[src/rtl/core/rjhf_pkg.sv]
// shared types and constants for the range jump/hold filter core
// no dependencies
`timescale 1ns / 1ps

package rjhf_pkg;

   localparam int NFIELDS      = 3;
   localparam int RANGE_W      = 16;
   localparam int HOLD_W       = 9;
   localparam int MAX_HOLD_W   = 8;
   localparam int CSR_IDX_W    = 3;
   localparam int CSR_DATA_W   = 48;
   localparam int CHANNELS_DEF = 3;

   localparam logic [RANGE_W-1:0] DEFAULT_MAX  = 16'd3000;
   localparam logic [RANGE_W-1:0] DEFAULT_STEP = 16'd50;
   localparam logic [RANGE_W-1:0] DEFAULT_RISE = 16'd500;
   localparam logic [MAX_HOLD_W-1:0] DEFAULT_HOLD = 8'd3;

   // register indexes
   localparam logic [CSR_IDX_W-1:0] REG_MIN_RANGE    = 3'd0;
   localparam logic [CSR_IDX_W-1:0] REG_MAX_RANGE    = 3'd1;
   localparam logic [CSR_IDX_W-1:0] REG_JUMP_ON      = 3'd2;
   localparam logic [CSR_IDX_W-1:0] REG_MAX_RISE     = 3'd3;
   localparam logic [CSR_IDX_W-1:0] REG_MAX_HOLD     = 3'd4;
   localparam logic [CSR_IDX_W-1:0] REG_RELEASE_STEP = 3'd5;
   localparam logic [CSR_IDX_W-1:0] REG_OFFSETS      = 3'd6;

   // settings every lane sees, already sanitized
   typedef struct packed {
      logic [RANGE_W-1:0]    range_floor;
      logic [RANGE_W-1:0]    eff_max;
      logic                  jump_on;
      logic [RANGE_W-1:0]    max_rise;
      logic [MAX_HOLD_W-1:0] max_hold;
      logic [RANGE_W-1:0]    step;
   } cfg_type;

   typedef logic [NFIELDS-1:0][RANGE_W-1:0] field_vec_type;

endpackage

[src/rtl/core/rjhf_lane.sv]
// one channel of the range filter: offset, window, jump check, hold and release
// depends on rjhf_pkg
`timescale 1ns / 1ps

module rjhf_lane (
   input  logic                          clock,
   input  logic                          reset,
   input  logic                          accept,
   input  logic [rjhf_pkg::RANGE_W-1:0]  raw,
   input  logic [rjhf_pkg::RANGE_W-1:0]  offset,
   input  rjhf_pkg::cfg_type             cfg,
   output logic [rjhf_pkg::RANGE_W-1:0]  range_out
);
   import rjhf_pkg::*;

   logic [RANGE_W-1:0]   prev_ff, prev_in;
   logic [HOLD_W-1:0]    hold_ff, hold_in;
   logic signed [17:0]   adj;
   logic signed [17:0]   rise;
   logic                 in_window;
   logic                 good;
   logic [HOLD_W-1:0]    hold_inc;
   logic [RANGE_W:0]     up_sum;
   logic [RANGE_W-1:0]   up;
   logic [RANGE_W-1:0]   filt;

   // 18-bit signed sum covers every raw/offset pair
   assign adj = $signed({2'b00, raw}) + $signed({{2{offset[RANGE_W-1]}}, offset});
   assign in_window = (adj >= $signed({2'b00, cfg.range_floor}))
                   && (adj <= $signed({2'b00, cfg.eff_max}));
   assign rise = adj - $signed({2'b00, prev_ff});
   assign good = in_window
              && !(cfg.jump_on && (prev_ff != '0) && (rise > $signed({2'b00, cfg.max_rise})));

   // hold count stops at max_hold + 1
   assign hold_inc = (hold_ff <= {1'b0, cfg.max_hold}) ? hold_ff + 1'b1 : hold_ff;

   assign up_sum = {1'b0, prev_ff} + {1'b0, cfg.step};
   assign up     = (up_sum > {1'b0, cfg.eff_max}) ? cfg.eff_max : up_sum[RANGE_W-1:0];

   always_comb begin
      prev_in = prev_ff;
      hold_in = hold_ff;
      filt    = cfg.eff_max;
      if (good) begin
         hold_in = '0;
         filt    = adj[RANGE_W-1:0];
         prev_in = adj[RANGE_W-1:0];
      end else if (prev_ff != '0) begin
         hold_in = hold_inc;
         if (hold_inc <= {1'b0, cfg.max_hold}) begin
            filt = prev_ff;
         end else begin
            filt    = up;
            prev_in = up;
         end
      end
   end

   assign range_out = ((filt <= cfg.range_floor) || (filt > cfg.eff_max)) ? cfg.eff_max : filt;

   always_ff @(posedge clock) begin
      if (reset) begin
         prev_ff <= '0;
         hold_ff <= '0;
      end else if (accept) begin
         prev_ff <= prev_in;
         hold_ff <= hold_in;
      end
   end

endmodule

[src/rtl/core/rjhf_merge.sv]
// gathers lane results into one result item, with output register and skid entry
// depends on rjhf_pkg
`timescale 1ns / 1ps

module rjhf_merge #(
   parameter int LANES = rjhf_pkg::NFIELDS
) (
   input  logic                                 clock,
   input  logic                                 reset,
   input  logic                                 in_accept,
   input  logic [LANES-1:0][rjhf_pkg::RANGE_W-1:0] lane_range,
   input  logic [rjhf_pkg::RANGE_W-1:0]         eff_max,
   input  logic                                 out_stall,
   output logic                                 out_valid,
   output rjhf_pkg::field_vec_type              out_data,
   output logic                                 in_stall
);
   import rjhf_pkg::*;

   field_vec_type merged;
   field_vec_type out_data_ff;
   field_vec_type skid_data_ff;
   logic          out_valid_ff;
   logic          skid_valid_ff;
   logic          out_free;

   // fields without a lane read as the effective max
   for (genvar f = 0; f < NFIELDS; f++) begin : g_field
      if (f < LANES) begin : g_lane
         assign merged[f] = lane_range[f];
      end else begin : g_fill
         assign merged[f] = eff_max;
      end
   end

   assign out_free = !out_valid_ff || !out_stall;

   always_ff @(posedge clock) begin
      if (reset) begin
         out_valid_ff  <= 1'b0;
         skid_valid_ff <= 1'b0;
      end else if (out_free) begin
         if (skid_valid_ff) begin
            out_valid_ff  <= 1'b1;
            skid_valid_ff <= 1'b0;
         end else begin
            out_valid_ff <= in_accept;
         end
      end else if (in_accept) begin
         skid_valid_ff <= 1'b1;
      end
   end

   always_ff @(posedge clock) begin
      if (out_free) begin
         out_data_ff <= skid_valid_ff ? skid_data_ff : merged;
      end else if (in_accept) begin
         skid_data_ff <= merged;
      end
   end

   assign out_valid = out_valid_ff;
   assign out_data  = out_data_ff;
   assign in_stall  = skid_valid_ff;

endmodule

[src/rtl/core/range_jump_hold_filter_core.sv]
// range jump/hold filter: one result item per input item, one item per cycle unless held by rsp_stall
// the lanes are combinational; the merged result goes into the output register, or into the
// skid entry while the output register holds a stalled result
// a skid entry lets one more item in while a result waits on rsp_stall
// synchronous active-high reset restores register defaults and clears lane state
// depends on rjhf_pkg, rjhf_lane, rjhf_merge
`timescale 1ns / 1ps

module range_jump_hold_filter_core #(
   parameter int CHANNELS = rjhf_pkg::CHANNELS_DEF
) (
   input  logic                            clock,
   input  logic                            reset,
   // input items
   input  logic                            req_valid,
   output logic                            req_stall,
   input  logic [rjhf_pkg::RANGE_W-1:0]    req_raw_right,
   input  logic [rjhf_pkg::RANGE_W-1:0]    req_raw_front,
   input  logic [rjhf_pkg::RANGE_W-1:0]    req_raw_left,
   // result items
   output logic                            rsp_valid,
   input  logic                            rsp_stall,
   output logic [rjhf_pkg::RANGE_W-1:0]    rsp_range_right,
   output logic [rjhf_pkg::RANGE_W-1:0]    rsp_range_front,
   output logic [rjhf_pkg::RANGE_W-1:0]    rsp_range_left,
   // register writes
   input  logic                            csr_write,
   input  logic [rjhf_pkg::CSR_IDX_W-1:0]  csr_index,
   input  logic [rjhf_pkg::CSR_DATA_W-1:0] csr_data
);
   import rjhf_pkg::*;

   // only channels that have a field get a lane
   localparam int LANES = (CHANNELS < NFIELDS) ? CHANNELS : NFIELDS;

   logic [RANGE_W-1:0]    range_floor_ff;
   logic [RANGE_W-1:0]    max_range_ff;
   logic                  jump_on_ff;
   logic [RANGE_W-1:0]    max_rise_ff;
   logic [MAX_HOLD_W-1:0] max_hold_ff;
   logic [RANGE_W-1:0]    release_step_ff;
   logic [CSR_DATA_W-1:0] offsets_ff;

   cfg_type                       cfg;
   field_vec_type                 raw_vec;
   field_vec_type                 rsp_vec;
   logic [LANES-1:0][RANGE_W-1:0] lane_range;
   logic                          req_accept;

   // register file; writes must come only while the block is idle (the block does not enforce this)
   always_ff @(posedge clock) begin
      if (reset) begin
         range_floor_ff  <= '0;
         max_range_ff    <= DEFAULT_MAX;
         jump_on_ff      <= 1'b1;
         max_rise_ff     <= DEFAULT_RISE;
         max_hold_ff     <= DEFAULT_HOLD;
         release_step_ff <= DEFAULT_STEP;
         offsets_ff      <= '0;
      end else if (csr_write) begin
         unique case (csr_index)
            REG_MIN_RANGE:    range_floor_ff  <= csr_data[RANGE_W-1:0];
            REG_MAX_RANGE:    max_range_ff    <= csr_data[RANGE_W-1:0];
            REG_JUMP_ON:      jump_on_ff      <= csr_data[0];
            REG_MAX_RISE:     max_rise_ff     <= csr_data[RANGE_W-1:0];
            REG_MAX_HOLD:     max_hold_ff     <= csr_data[MAX_HOLD_W-1:0];
            REG_RELEASE_STEP: release_step_ff <= csr_data[RANGE_W-1:0];
            REG_OFFSETS:      offsets_ff      <= csr_data;
            default: ;
         endcase
      end
   end

   // sanitize at use: empty window falls back to default max, zero step to default step
   always_comb begin
      cfg.range_floor = range_floor_ff;
      cfg.eff_max     = (max_range_ff > range_floor_ff) ? max_range_ff : DEFAULT_MAX;
      cfg.jump_on     = jump_on_ff;
      cfg.max_rise    = max_rise_ff;
      cfg.max_hold    = max_hold_ff;
      cfg.step        = (release_step_ff != '0) ? release_step_ff : DEFAULT_STEP;
   end

   // lane state moves only on an accepted item
   assign req_accept = req_valid && !req_stall;

   assign raw_vec[0] = req_raw_right;
   assign raw_vec[1] = req_raw_front;
   assign raw_vec[2] = req_raw_left;

   for (genvar c = 0; c < LANES; c++) begin : g_lane
      rjhf_lane u_lane (
         .clock     (clock),
         .reset     (reset),
         .accept    (req_accept),
         .raw       (raw_vec[c]),
         .offset    (offsets_ff[RANGE_W*c +: RANGE_W]),
         .cfg       (cfg),
         .range_out (lane_range[c])
      );
   end

   // lane results merge into the output register, skid entry behind it
   rjhf_merge #(
      .LANES (LANES)
   ) u_merge (
      .clock      (clock),
      .reset      (reset),
      .in_accept  (req_accept),
      .lane_range (lane_range),
      .eff_max    (cfg.eff_max),
      .out_stall  (rsp_stall),
      .out_valid  (rsp_valid),
      .out_data   (rsp_vec),
      .in_stall   (req_stall)
   );

   assign rsp_range_right = rsp_vec[0];
   assign rsp_range_front = rsp_vec[1];
   assign rsp_range_left  = rsp_vec[2];

endmodule

[config.mk]
export PLATFORM = sky130hd
export DESIGN_NAME = range_jump_hold_filter_core
export DESIGN_NICKNAME = d
export VERILOG_FILES = /design/src/rtl/core/rjhf_pkg.sv /design/src/rtl/core/rjhf_lane.sv /design/src/rtl/core/rjhf_merge.sv /design/src/rtl/core/range_jump_hold_filter_core.sv
export SDC_FILE = /design/constraint.sdc
export NUM_CORES = 1
export LEC_CHECK = 0
export ABC_AREA = 1
export BUFFER_PORTS_ARGS = -buffer_cell sky130_fd_sc_hd__buf_2
export CAP_MARGIN = 20
export CORE_MARGIN = 8
export CORE_UTILIZATION = 30
export CTS_BUF_LIST = sky130_fd_sc_hd__clkbuf_4
export DETAILED_ROUTE_END_ITERATION = 10
export PLACE_DENSITY_LB_ADDON = 0.05
export SLEW_MARGIN = 0
export SYNTH_ARGS = -nofsm -noshare
export SYNTH_HDL_FRONTEND = slang
export SYNTH_HIERARCHICAL = 1
export SYNTH_SLANG_ARGS = --single-unit
[constraint.sdc]
create_clock -name clock -period 8.2 [get_ports clock]
set_input_delay 0.82 -clock clock [delete_from_list [all_inputs] [get_ports clock]]
set_output_delay 0.82 -clock clock [all_outputs]
set_load 0.02 [all_outputs]
== Word level (Yosys, flattened, before mapping) ==
Index checks and enable logic that the tools add are counted.

* Reductions and logical operators: 43
* Add/sub/neg operators: 12
* Muxes and demuxes: 34
* Bitwise operators: 1
* Magnitude comparators: 25
* Eq/ne operators: 6

{| class="wikitable"
|+ Operators with widths
! cell !! number
|-
| 16-bit 2-to-1 mux || 23
|-
| 9-bit 2-to-1 mux || 9
|-
| 16-bit > comparator || 4
|-
| 16-bit nonzero test || 4
|-
| 17-bit by 16-bit adder with 18-bit output || 3
|-
| 18-bit by 17-bit greater-or-equal comparator with 1-bit output || 3
|-
| 18-bit by 17-bit > comparator with 1-bit output || 3
|-
| 18-bit by 17-bit less-or-equal comparator with 1-bit output || 3
|-
| 9-bit by 8-bit less-or-equal comparator with 1-bit output || 6
|-
| 18-bit by 17-bit subtractor with 18-bit output || 3
|-
| 16-bit by 16-bit adder with 17-bit output || 3
|-
| 17-bit by 16-bit > comparator with 1-bit output || 3
|-
| 16-bit less-or-equal comparator || 3
|-
| 48-bit 2-to-1 mux || 1
|-
| 9-bit by 1-bit adder with 9-bit output, second input constant || 3
|-
| 2-bit AND reduction || 11
|-
| 1-bit logical AND || 13
|-
| 3-bit == test, second input constant || 3
|-
| 3-bit by 2-bit == test with 1-bit output, second input constant || 2
|-
| 1-bit logical NOT || 6
|-
| 2-bit nonzero test || 3
|-
| 1-bit logical OR || 4
|-
| 3-bit by 1-bit == test with 1-bit output, second input constant || 1
|-
| 3-bit logical NOT || 1
|-
| 3 further kinds || 3
|}

* Register bits after elaboration: 294
* Input bits: 104
* Output and inout bits: 50
* Word-level logic and storage cells: 142

== Depth between registers and ports, before layout ==
* Depth after elaboration: 12
* Gate-level depth with buffers: 53
* Mapped depth without buffers: 51

== By module ==
The synthesis kept the hierarchy.

{| class="wikitable"
|+ By module, submodules not included
! module !! times used !! area each (sq um) !! seq. area each (sq um) !! cells each
|-
| rjhf_lane (g_lane[2].u_lane) || 1 || 7574.8 || 500.5 || 1254
|-
| rjhf_lane (g_lane[0].u_lane) || 1 || 7497.2 || 500.5 || 1200
|-
| rjhf_lane (g_lane[1].u_lane) || 1 || 7480.9 || 500.5 || 1177
|-
| range_jump_hold_filter_core || 1 || 4835.9 || 2422.3 || 629
|-
| rjhf_merge || 1 || 3651.0 || 2922.8 || 262
|}

== Worst setup path after synthesis ==
OpenSTA, ideal clock, no wires.

* Kind: input to register
* From: in req_raw_left[4] (netlist name)
* To: reg u_merge.out_data_ff, in the netlist u_merge/out_data[45] (data pin)
* Slack: 1501 ps
* Data required time: 8048 ps
* Stages: 44
* Path buffers: 3
* Arrival time: 6546 ps
* Library setup time: 152 ps
* Cell sequence: ha_1 -> nand2_1 -> inv_1 -> nand3_1 -> o211ai_1 -> nand2_1 -> nand3_1 -> o21ai_0 -> xnor2_1 -> ha_1 -> a21oi_1 -> a21boi_0 -> nand2_1 -> nand3_1 -> nand2_1 -> nand4_1 -> o211ai_1 -> xnor2_1 -> (+8 left out) -> inv_1 -> nand3_1 -> nand2_1 -> buf_6 -> buf_4 -> nand3_1 -> nand2_1 -> ha_1 -> nand2_1 -> nor4_1 -> a32o_1 -> nand3_1 -> inv_1 -> clkbuf_1 -> nand2_1 -> nand2_1 -> inv_1 -> o21ai_0

{| class="wikitable"
|+ RTL lines
! item !! RTL line !! source
|-
| start: declaration || range_jump_hold_filter_core.sv:19 || <nowiki>input logic [rjhf_pkg::RANGE_W-1:0] req_raw_left,</nowiki>
|-
| end signal: assignment || rjhf_merge.sv:56 || <nowiki>out_data_ff <= skid_valid_ff ? skid_data_ff : merged;</nowiki>
|-
| end: declaration || rjhf_merge.sv:21 || <nowiki>field_vec_type out_data_ff;</nowiki>
|}

==> summary.md <==
| Metric | Value |
|---|---|
| Gpl congestion | 0.928 |
| Synth Flop Type | dfxtp_1 |
| Max clock buf depth | 3 |
| Syn Inst Count | 4522 |
| Slowest cell on the critical path | nor4_2 |
| WL/cell | 21.5 um |
| Gate power share | 67.3% |
| Clk Latency, worst-skew pair | 0.97 ns |
| Area occupied by multi-input gates | 21300 um^2 |
| Most used cell, CP | nand2_1 |
| Crit. Startpoint | release_step_ff[11] |
| Commonest non-fill, non-tap cell in the layout | nand2_1 |
| Maximum clock frequency | 135 MHz |
| HP Class | input pin to register |
| Syn Area/Cell | 6.86 um^2 |
| Pwr Density | 321 nW/um^2 |
| Initial antenna violation count | 4 |
| CTS H-tree depth | 3 |
| Required @ worst endpoint | 8.93 ns |
| Synthesis Warnings | 6 |
| Layout Skew | 0.0832 ns |
| GRT Total Usage | 23.3% |
| Max Cap Viol | 0 |
| Post-synthesis cell type count | 67 |
| Post-synthesis register bit count | 294 |
| Rel. slew slack | 29.5% |
| Fillers | 11600 |
| Internal Power | 5.45 mW |
| Final slew viol count | 0 |
| Num CTS Buffers | 98 |
| FF/Latch Area | 6850 um^2 |
| Worst vdd ir | 0.224 mV |
| RSZ-0062 raised after global routing | false |
| Finish-stage setup viols | 0 |
| Hold Crit Start | csr_data[45] |
| Vias | 31000 |
| Layout area overhead | 14.7% |
| Sw frac | 52.3% |
| Minimum clock period | 7.39 ns |
| Commonest non-fill, non-tap cells in the layout | 1072 x nand2_1, 564 x inv_1, 502 x ha_1 |
| Die Area | 114000 um^2 |
| Total power | 11.4 mW |
| Setup TNS | 0 ns |
| GRT Residual Overflow | 0 |
| Vert. Die Dim | 338 um |
| Ys async rst share | 0% |
| CTS tree | yes |
| Clk root buf | clkbuf_4 |
| Routed Wire Length | 136000 um |
| GR Layer Usage met2 | 38.9% |
| Setup repair bufs after CTS | 0 |
| Clock sinks | 294 |
| Starting Density | 30.1% |
| CP arrival | 8.12 ns |
| Largest net degree at the start of global routing | 95 |
| Final non-filler cell total | 6297 |
| Crit share post-route | 90.1% |
| Syn Std Cell Area | 31000 um^2 |
| Share of the synthesized area in the top cell type | 20.2% |
| Clock power share | 14.0% |
| First-pass GRT wire length | 198000 um |
| Pre-antenna DRT Iters | 7 |
| # placed instances | 6096 |
| Synth area leaders | ha_1 20%, nand2_1 13%, dfxtp_1 13% |
| Sw Pwr | 5.98 mW |
| PortBufs | 153 |
| Layout cells sized above 1 | 13.4% |
| Final ANT Viol Nets | 0 |
| Num ports | 154 |
| Number of flops mapped to enable cells by yosys | 96 |
| Hpwl dp | 108000 um |
| Clock transition at the registers of the reported paths | 0.07 ns |
| CP endpoint kind | register |
| Max incr delay on CP | 0.54 ns |
| Nets | 5454 |
| Outcome | finished, final reports clean |
| GR Util met3 | 3.85% |
| GR Util met1 | 30.4% |
| Syn nets | 5137 |
| DIE WIDTH | 338 um |
| Pleak | 18.0 nW |
| Flop pwr share | 18.8% |
| R2R Path Start | release_step_ff[11] |
| Startpoint Class | register |
| Sequential area share after synthesis | 22.1% |
| Most used routing layer | met2 |
| Critical path class | register to register |
| Worst slew pin tran | 1.06 ns |
| Cell taking the most area after synthesis | ha_1 |
| Final Hold Viols | 0 |
| Vias in the first global route | 30500 |
| Placeable Area | 103000 um^2 |
| Placement Rows | 118 |
| Initial detailed-routing violation count | 1933 |
| CP max FO | 16 |
| Drc violations | 0 |
| Vias per cell | 4.93 |
## worst max-delay path: cells and delay by family (launching register included)
family,cells,cell delay (ns)
AO/OA/AOI/OAI,9,1.67
XOR/XNOR,1,0.26
buffers and inverters,3,0.50
flip-flops,1,0.33
AND/OR/NAND/NOR,22,3.42
adder cells (fa/ha/maj),3,0.93
## worst paths after layout
check | end | slack (ns) | cells after the start
worst max register to register | u_merge/out_data[45] | 0.81 | 38
worst max-delay path | u_merge/out_data[45] | 0.81 | 38
worst min-delay path | offsets_ff[45] | 0.13 | 3
worst min register to register | max_range_ff[10] | 0.48 | 2
## synth_stat cells, types with 4 or more instances
cell type	count
buf_4	17
nor3_1	26
o21ai_0	213
edfxtp_1	96
buf_2	36
nor2_2	12
o21ai_2	8
o211ai_1	14
or2_2	6
a21o_1	28
fa_1	9
clkinv_1	5
o21a_1	10
nand4_1	113
nor3_2	6
nor2_1	447
nand3_2	34
a211oi_1	15
o221ai_1	4
nand2_1	1074
o2111ai_1	4
nand3_1	264
clkbuf_1	46
a21oi_2	7
o21ai_1	62
nor4_1	20
inv_2	25
o21bai_1	18
nand3b_1	22
a31oi_1	14
buf_6	15
nand2_2	49
xor2_1	108
a21oi_1	335
nor2_4	19
xnor2_1	37
dfxtp_1	198
inv_1	565
ha_1	502
## layer usage
| metal | part of all wire, % | up-vias |
|---|---|---|
| met4 | 3.7 | 0 |
| met3 | 5.3 | 204 |
| met1 | 45 | 14300 |
| li1 | - | 15800 |
| met2 | 46 | 778 |
| met5 | 0 | - |
## sequential cells by signal, summed over array words and instances (netlist names)
signal                 count
g_lane.u_lane/hold_ff     27
g_lane.u_lane/prev_ff     48
jump_on_ff                 1
max_hold_ff                8
max_range_ff              16
max_rise_ff               16
offsets_ff                48
range_floor_ff            16
release_step_ff           16
u_merge/in_stall           1
u_merge/out_data          48
u_merge/out_valid          1
u_merge/skid_data_ff      48
## layout make-up
cell class                 instances  share of cell area [%]
sequential                       294                    19.2
timing repair buffer             336                    6.31
clock inverter                    34                   0.443
clock buffer                     143                    3.01
inverter                         597                    6.31
multi-input combinational       3512                    59.8
tap                             1380                    4.85
antenna                            1                 0.00703
## logic make-up (layout without fill, tap and decap cells)
group,Yosys count,in the layout,share of synthesized area (%)
xor+xnor,145,145,4.09
flops,294,294,22.1
fa+ha+maj,511,511,20.8
simple gates,2111,2111,30.3
compound gates,743,743,13.2
other cells,0,1,0
mux,2,2,0.0726
buf+inv,716,1110,9.48
## through the flow
stage / utilization, % / hold WS, ns / area [um^2] / setup WS (ns)
2_1_floorplan: - / 0.448 / 31000 / 1.50
3_3_place_gp: 33.1 / 0.469 / 34100 / 0.190
3_5_place_dp: 33.1 / 0.468 / 34100 / 0.0890
4_1_cts: 34.5 / 0.000548 / 35600 / 0.585
5_1_grt: 34.6 / 0.0610 / 35600 / 0.0506
6_report: 34.6 / 0.126 / 35600 / 0.812
## power groups by stage
stage | sequential (mW) | combinational (mW) | clock, mW
6_report | 2.15 | 7.69 | 1.60
5_1_grt | 2.17 | 8.65 | 1.74
4_1_cts | 2.15 | 7.67 | 1.67
3_5_place_dp | 2.18 | 7.63 | 0
3_3_place_gp | 2.19 | 7.62 | 0
2_1_floorplan | 2.21 | 5.08 | 0
## what timing repair did
item	CTS	global route
endpoints found under the hold margin	23	0
setup endpoints to repair	0	16
hold buffers	23	0
resized for setup	0	4
Note: power is estimated with default switching activity, not from simulation.
